==> config.mk <==
export PLATFORM = sky130hd
export DESIGN_NAME = ctb_back_flat
export DESIGN_NICKNAME = d
export VERILOG_FILES = /design/src/rtl/core/ctb_pkg.sv /design/src/rtl/core/ctb_out_if.sv /design/src/rtl/core/ctb_back.sv /design/src/flat_wrapper.sv
export SDC_FILE = /design/constraint.sdc
export NUM_CORES = 1
export LEC_CHECK = 0
export BUFFER_PORTS_ARGS = -buffer_cell sky130_fd_sc_hd__clkbuf_2
export CORE_UTILIZATION = 59
export CTS_CLUSTER_SIZE = 14
export DETAILED_ROUTE_END_ITERATION = 16
export PLACE_DENSITY = 0.95
export SKIP_LAST_GASP = 1
export SLEW_MARGIN = 10
export SYNTH_ARGS = -nofsm -noshare
export SYNTH_HDL_FRONTEND = slang
export SYNTH_SLANG_ARGS = --single-unit
==> constraint.sdc <==
create_clock -name clk -period 15.69 [get_ports clk]
set_clock_uncertainty 0.2 [all_clocks]
set_input_delay 3.138 -clock clk [delete_from_list [all_inputs] [get_ports clk]]
set_output_delay 3.138 -clock clk [all_outputs]
set_load 0.02 [all_outputs]
==> src/rtl/core/ctb_pkg.sv <==
package ctb_pkg;

  // Wide signed carrier for Q4.28 products
  typedef logic signed [71:0] wide_t;

  typedef logic signed [34:0] diff_t;

  localparam wide_t Q_ONE       = 72'sd268435456;
  localparam wide_t Q_PI        = 72'sd843314857;
  localparam wide_t Q_INV_PI    = 72'sd85445659;
  localparam wide_t Q_REFL_BASE = 72'sd10737418;
  localparam wide_t Q_EPS       = 72'sd268;

  localparam logic [15:0] UNIT_MAX = 16'h8000;
  localparam logic [32:0] SPEC_LIM = 33'h1_0000_0000;

  // quotient bits resolved by the divider, one per stage
  localparam int DIV_BITS = 33;
  localparam int REM_W    = 64;

  // front -> divider
  typedef struct packed {
    logic signed [35:0] num;
    logic signed [34:0] den;
    diff_t              diff_r;
    diff_t              diff_g;
    diff_t              diff_b;
  } ctb_frac_t;

  // side data riding along the divider
  typedef struct packed {
    logic  neg;
    logic  ovf;
    diff_t diff_r;
    diff_t diff_g;
    diff_t diff_b;
  } ctb_side_t;

  // divider -> output stage
  typedef struct packed {
    logic        neg;
    logic [32:0] mag;
    diff_t       diff_r;
    diff_t       diff_g;
    diff_t       diff_b;
  } ctb_spec_t;

endpackage

==> src/rtl/core/ctb_out_if.sv <==
interface ctb_out_if;
  logic               valid;
  logic               ready;
  logic signed [16:0] brdf_red;
  logic signed [16:0] brdf_green;
  logic signed [16:0] brdf_blue;

  modport source (output valid, brdf_red, brdf_green, brdf_blue, input ready);
  modport sink (input valid, brdf_red, brdf_green, brdf_blue, output ready);
endinterface

==> src/rtl/core/ctb_back.sv <==
module ctb_back (
  input  logic               clk,
  input  logic               rst,
  input  logic               en,
  input  logic               in_valid,
  input  ctb_pkg::ctb_spec_t spec,
  ctb_out_if.source          result
);
  import ctb_pkg::*;

  function automatic logic signed [16:0] finish(input logic signed [34:0] d,
                                                input logic signed [33:0] s);
    logic signed [35:0] v;
    v = 36'(d) + 36'(s);
    if (v > 36'sd268435456) v = 36'sd268435456;
    if (v < -36'sd268435456) v = -36'sd268435456;
    if (v < 0) v = v + 36'sd8191;
    return 17'(v >>> 13);
  endfunction

  logic signed [33:0] spec_s;

  assign spec_s = spec.neg ? -$signed({1'b0, spec.mag}) : $signed({1'b0, spec.mag});

  always_ff @(posedge clk) begin
    if (rst) begin
      result.valid <= 1'b0;
    end else if (en) begin
      result.valid <= in_valid;
    end
  end

  always_ff @(posedge clk) begin
    if (en) begin
      result.brdf_red   <= finish(spec.diff_r, spec_s);
      result.brdf_green <= finish(spec.diff_g, spec_s);
      result.brdf_blue  <= finish(spec.diff_b, spec_s);
    end
  end

endmodule

==> src/flat_wrapper.sv <==
// flat-port wrapper written by rule: the top's interface ports become plain ports
module ctb_back_flat import ctb_pkg::*;
  (clk, rst, en, in_valid, spec, result_valid, result_brdf_red, result_brdf_green, result_brdf_blue, result_ready);
  ctb_out_if result_i ();
  input  logic clk;
  input  logic rst;
  input  logic en;
  input  logic in_valid;
  input  ctb_pkg::ctb_spec_t spec;
  output wire logic [$bits(result_i.valid)-1:0] result_valid;
  output wire logic [$bits(result_i.brdf_red)-1:0] result_brdf_red;
  output wire logic [$bits(result_i.brdf_green)-1:0] result_brdf_green;
  output wire logic [$bits(result_i.brdf_blue)-1:0] result_brdf_blue;
  input wire logic [$bits(result_i.ready)-1:0] result_ready;
  assign result_valid = result_i.valid;
  assign result_brdf_red = result_i.brdf_red;
  assign result_brdf_green = result_i.brdf_green;
  assign result_brdf_blue = result_i.brdf_blue;
  assign result_i.ready = result_ready;
  ctb_back u_core (.clk(clk), .rst(rst), .en(en), .in_valid(in_valid), .spec(spec), .result(result_i));
endmodule
==> flow_summary.json <==
{
  "grt_pass1_vias": 11900,
  "syn_area_per_cell_um2": 7.49,
  "routed_wirelength_um": 36700,
  "whs_ps": 301,
  "clockBufferDepth": 2,
  "grt_max_degree": 53,
  "cts_root_buffer": "clkbuf_16",
  "place_congestion": 1.07,
  "min_period_over_period": 0.700,
  "syn_inst": 1509,
  "synthTopCellsByArea": "edfxtp_1 14%, ha_1 13%, xnor2_1 7.2%, a21oi_1 6.3%, nand2_1 4.6%",
  "finalSetupViolCount": 0,
  "worstPathArrival_ps": 10840,
  "multi_input_area_um2": 9290,
  "cts_tree": "done",
  "cts_sinks": 52,
  "core_um2": 18800,
  "slew_headroom": 0.295,
  "slowest_stage": "or4_4",
  "yosysTopAreaCell": "edfxtp_1",
  "status": "finished clean",
  "avgRoutedWirePerCell_um": 19.4,
  "hold_violations": 0,
  "cts-resized-gates": 0,
  "cts_setup_buffers": 0,
  "num_rows": 50,
  "overflow": 0,
  "syn_area_um2": 11300,
  "clkLatencyLatePin_ps": 310,
  "antenna_left": 0,
  "path_common_cell": "or4_1",
  "firstDrtPassIters": 6,
  "synth-main-ff-cell": "edfxtp_1",
  "tightest_slew_ps": 1060,
  "synth_top_cell_area_share": 0.135,
  "p_leak_uw": 0.00508,
  "place_hpwl_um": 29700,
  "crit_fanout": 10,
  "track_usage": 0.367,
  "slew_viol_final": 0,
  "regArea_um2": 1550,
  "nets": 1918,
  "cp-end-kind": "register",
  "die-area_um2": 19700,
  "antenna_found_initial": 1,
  "pin_count": 196,
  "worstSetupPathType": "in2reg",
  "start_kind": "input port",
  "syn-num-nets": 1774,
  "synth_seq_cells": 52,
  "vdd_drop_max_uv": 52.7,
  "drive_gt1_frac": 0.152,
  "drv_cap": 0,
  "drc": 0,
  "die_h_um": 140,
  "start_util": 0.602,
  "grt_pass1_wl_um": 58000,
  "finalSetupTns_ps": 0,
  "fillers": 1600,
  "via_per_inst": 6.87,
  "synthArstFlopShare": 0,
  "worstHoldPathType": "reg2reg",
  "slowest_delay_ps": 560,
  "drt_iter0_drc": 1646,
  "holdBufCountCts": 0,
  "yosysWarnings": 0,
  "area_delta_synth_final_pct": 10.2,
  "path_clk_slew_ps": 70,
  "cts.htree.levels": 2,
  "worstPathRequired_ps": 15550,
  "seq_area_frac_synth": 0.137,
  "port_buffers": 194,
  "min_period_ps": 10980,
  "die_width_um": 140,
  "ys_types": 102,
  "powerDensity_nw_per_um2": 85.3,
  "synth_edf_count": 51,
  "via_count": 13000,
  "insertedDiodeCount": 0,
  "numCtsBuffers": 5,
  "fmax_mhz": 91.0,
  "rsz0062_at_grt": "false"
}
-- layout make-up --
class                      instances  share of cell area
clock buffer                       6              0.0103
tap                              234              0.0235
clock inverter                     2             0.00311
timing repair buffer             196              0.0791
sequential                        52               0.124
inverter                          48              0.0145
multi-input combinational       1350               0.745
-- path summary, 6_finish.rpt --
path                        from                          to  slack (ps)  cells after the start
max                    spec[113]  u_core.result.brdf_red[16]        4710                     26
min          u_core.result.valid         u_core.result.valid         300                      2
max reg2reg  u_core.result.valid         u_core.result.valid       14910                      2
min reg2reg  u_core.result.valid         u_core.result.valid         300                      2
-- synth_stat cells, types with 10 or more instances --
master       n
nor3b_1     12
and3_1      23
ha_1       118
edfxtp_1    51
mux2i_1     14
nand2b_1    14
a211oi_1    21
o21a_1      16
a31oi_1     20
nor2b_1     19
a2111oi_0   11
and2_1      17
nand4_1     38
o211ai_1    18
or4_1       10
xnor2_1     93
xor2_1      37
a21o_1      38
or3_1       20
nor3_1      43
o31ai_1     15
and4_1      10
o2111ai_1   12
nand3_1     40
a21oi_1    143
or2_2       11
nand2_1    140
inv_1       48
nor2_1     130
o21ai_0     90
clkbuf_1    40
nor4_1      16
-- cell usage in the layout, fill, tap and decap left out, drive strengths merged, types with 15 or more instances in the layout --
cell type / Yosys / final
clkbuf: 46 / 200
a21oi: 146 / 146
nand2: 140 / 140
nor2: 130 / 130
ha: 118 / 118
o21ai: 97 / 97
xnor2: 93 / 93
edfxtp: 51 / 51
inv: 48 / 49
nor3: 43 / 43
nand3: 40 / 40
nand4: 40 / 40
a21o: 38 / 38
xor2: 37 / 37
and3: 25 / 25
a211oi: 22 / 22
or3: 20 / 20
a31oi: 20 / 20
nor2b: 19 / 19
o211ai: 19 / 19
and2: 18 / 18
nor4: 18 / 18
o21a: 16 / 16
o31ai: 16 / 16
a2111oi: 15 / 15
-- logic make-up after synthesis --
| family | after synthesis | synth area share |
|---|---|---|
| buffers and inverters | 107 | 0.0414 |
| and+or+nand+nor | 581 | 0.268 |
| xor gates and xnor gates | 130 | 0.101 |
| muxes | 18 | 0.0164 |
| DFF | 52 | 0.137 |
| AOI/OAI and AO/OA | 500 | 0.300 |
| adders and majority gates | 121 | 0.136 |
-- flip-flops by register name, summed over array words and instances, names as in the netlist --
signal                    flops
u_core.result.brdf_blue      17
u_core.result.brdf_green     17
u_core.result.brdf_red       17
u_core.result.valid           1
-- routing by layer --
| metal | share of wire | up-vias | GRT usage |
|---|---|---|---|
| li1 | - | 6076 | - |
| met1 | 0.41 | 5955 | 0.471 |
| met2 | 0.44 | 803 | 0.586 |
| met3 | 0.11 | 143 | 0.0660 |
| met4 | 0.053 | 2 | 0.193 |
| met5 | 0.00035 | - | 0 |
-- power breakdown --
| group | leakage [µW] | internal [µW] | switching, µW |
|---|---|---|---|
| sequential | 0.000498 | 178 | 4.77 |
| clock | 0.0000815 | 76.3 | 60.0 |
| combinational | 0.00450 | 272 | 473 |
| total | 0.00508 | 526 | 538 |
-- worst max-delay path: cells and delay by family --
family / cells / cell delay (ps)
buf+inv: 2 / 190
compound gates: 7 / 1930
fa+ha+maj: 2 / 680
simple gates: 13 / 4370
mux: 1 / 130
xor+xnor: 1 / 420
-- per-stage QoR --
stage                      util  cells  power, µW  cell area, µm²  worst slack, ps
after floorplan               -   1509        732           11300             5720
after global placement    0.655   1880        879           12300             4800
after detailed placement  0.655   1880        900           12300             4540
after CTS                 0.664   1888       1040           12500             4850
after global routing      0.664   1888       1130           12500             4390
final                     0.664   1888       1060           12500             4710
Note: power is estimated with default switching activity, not from simulation.
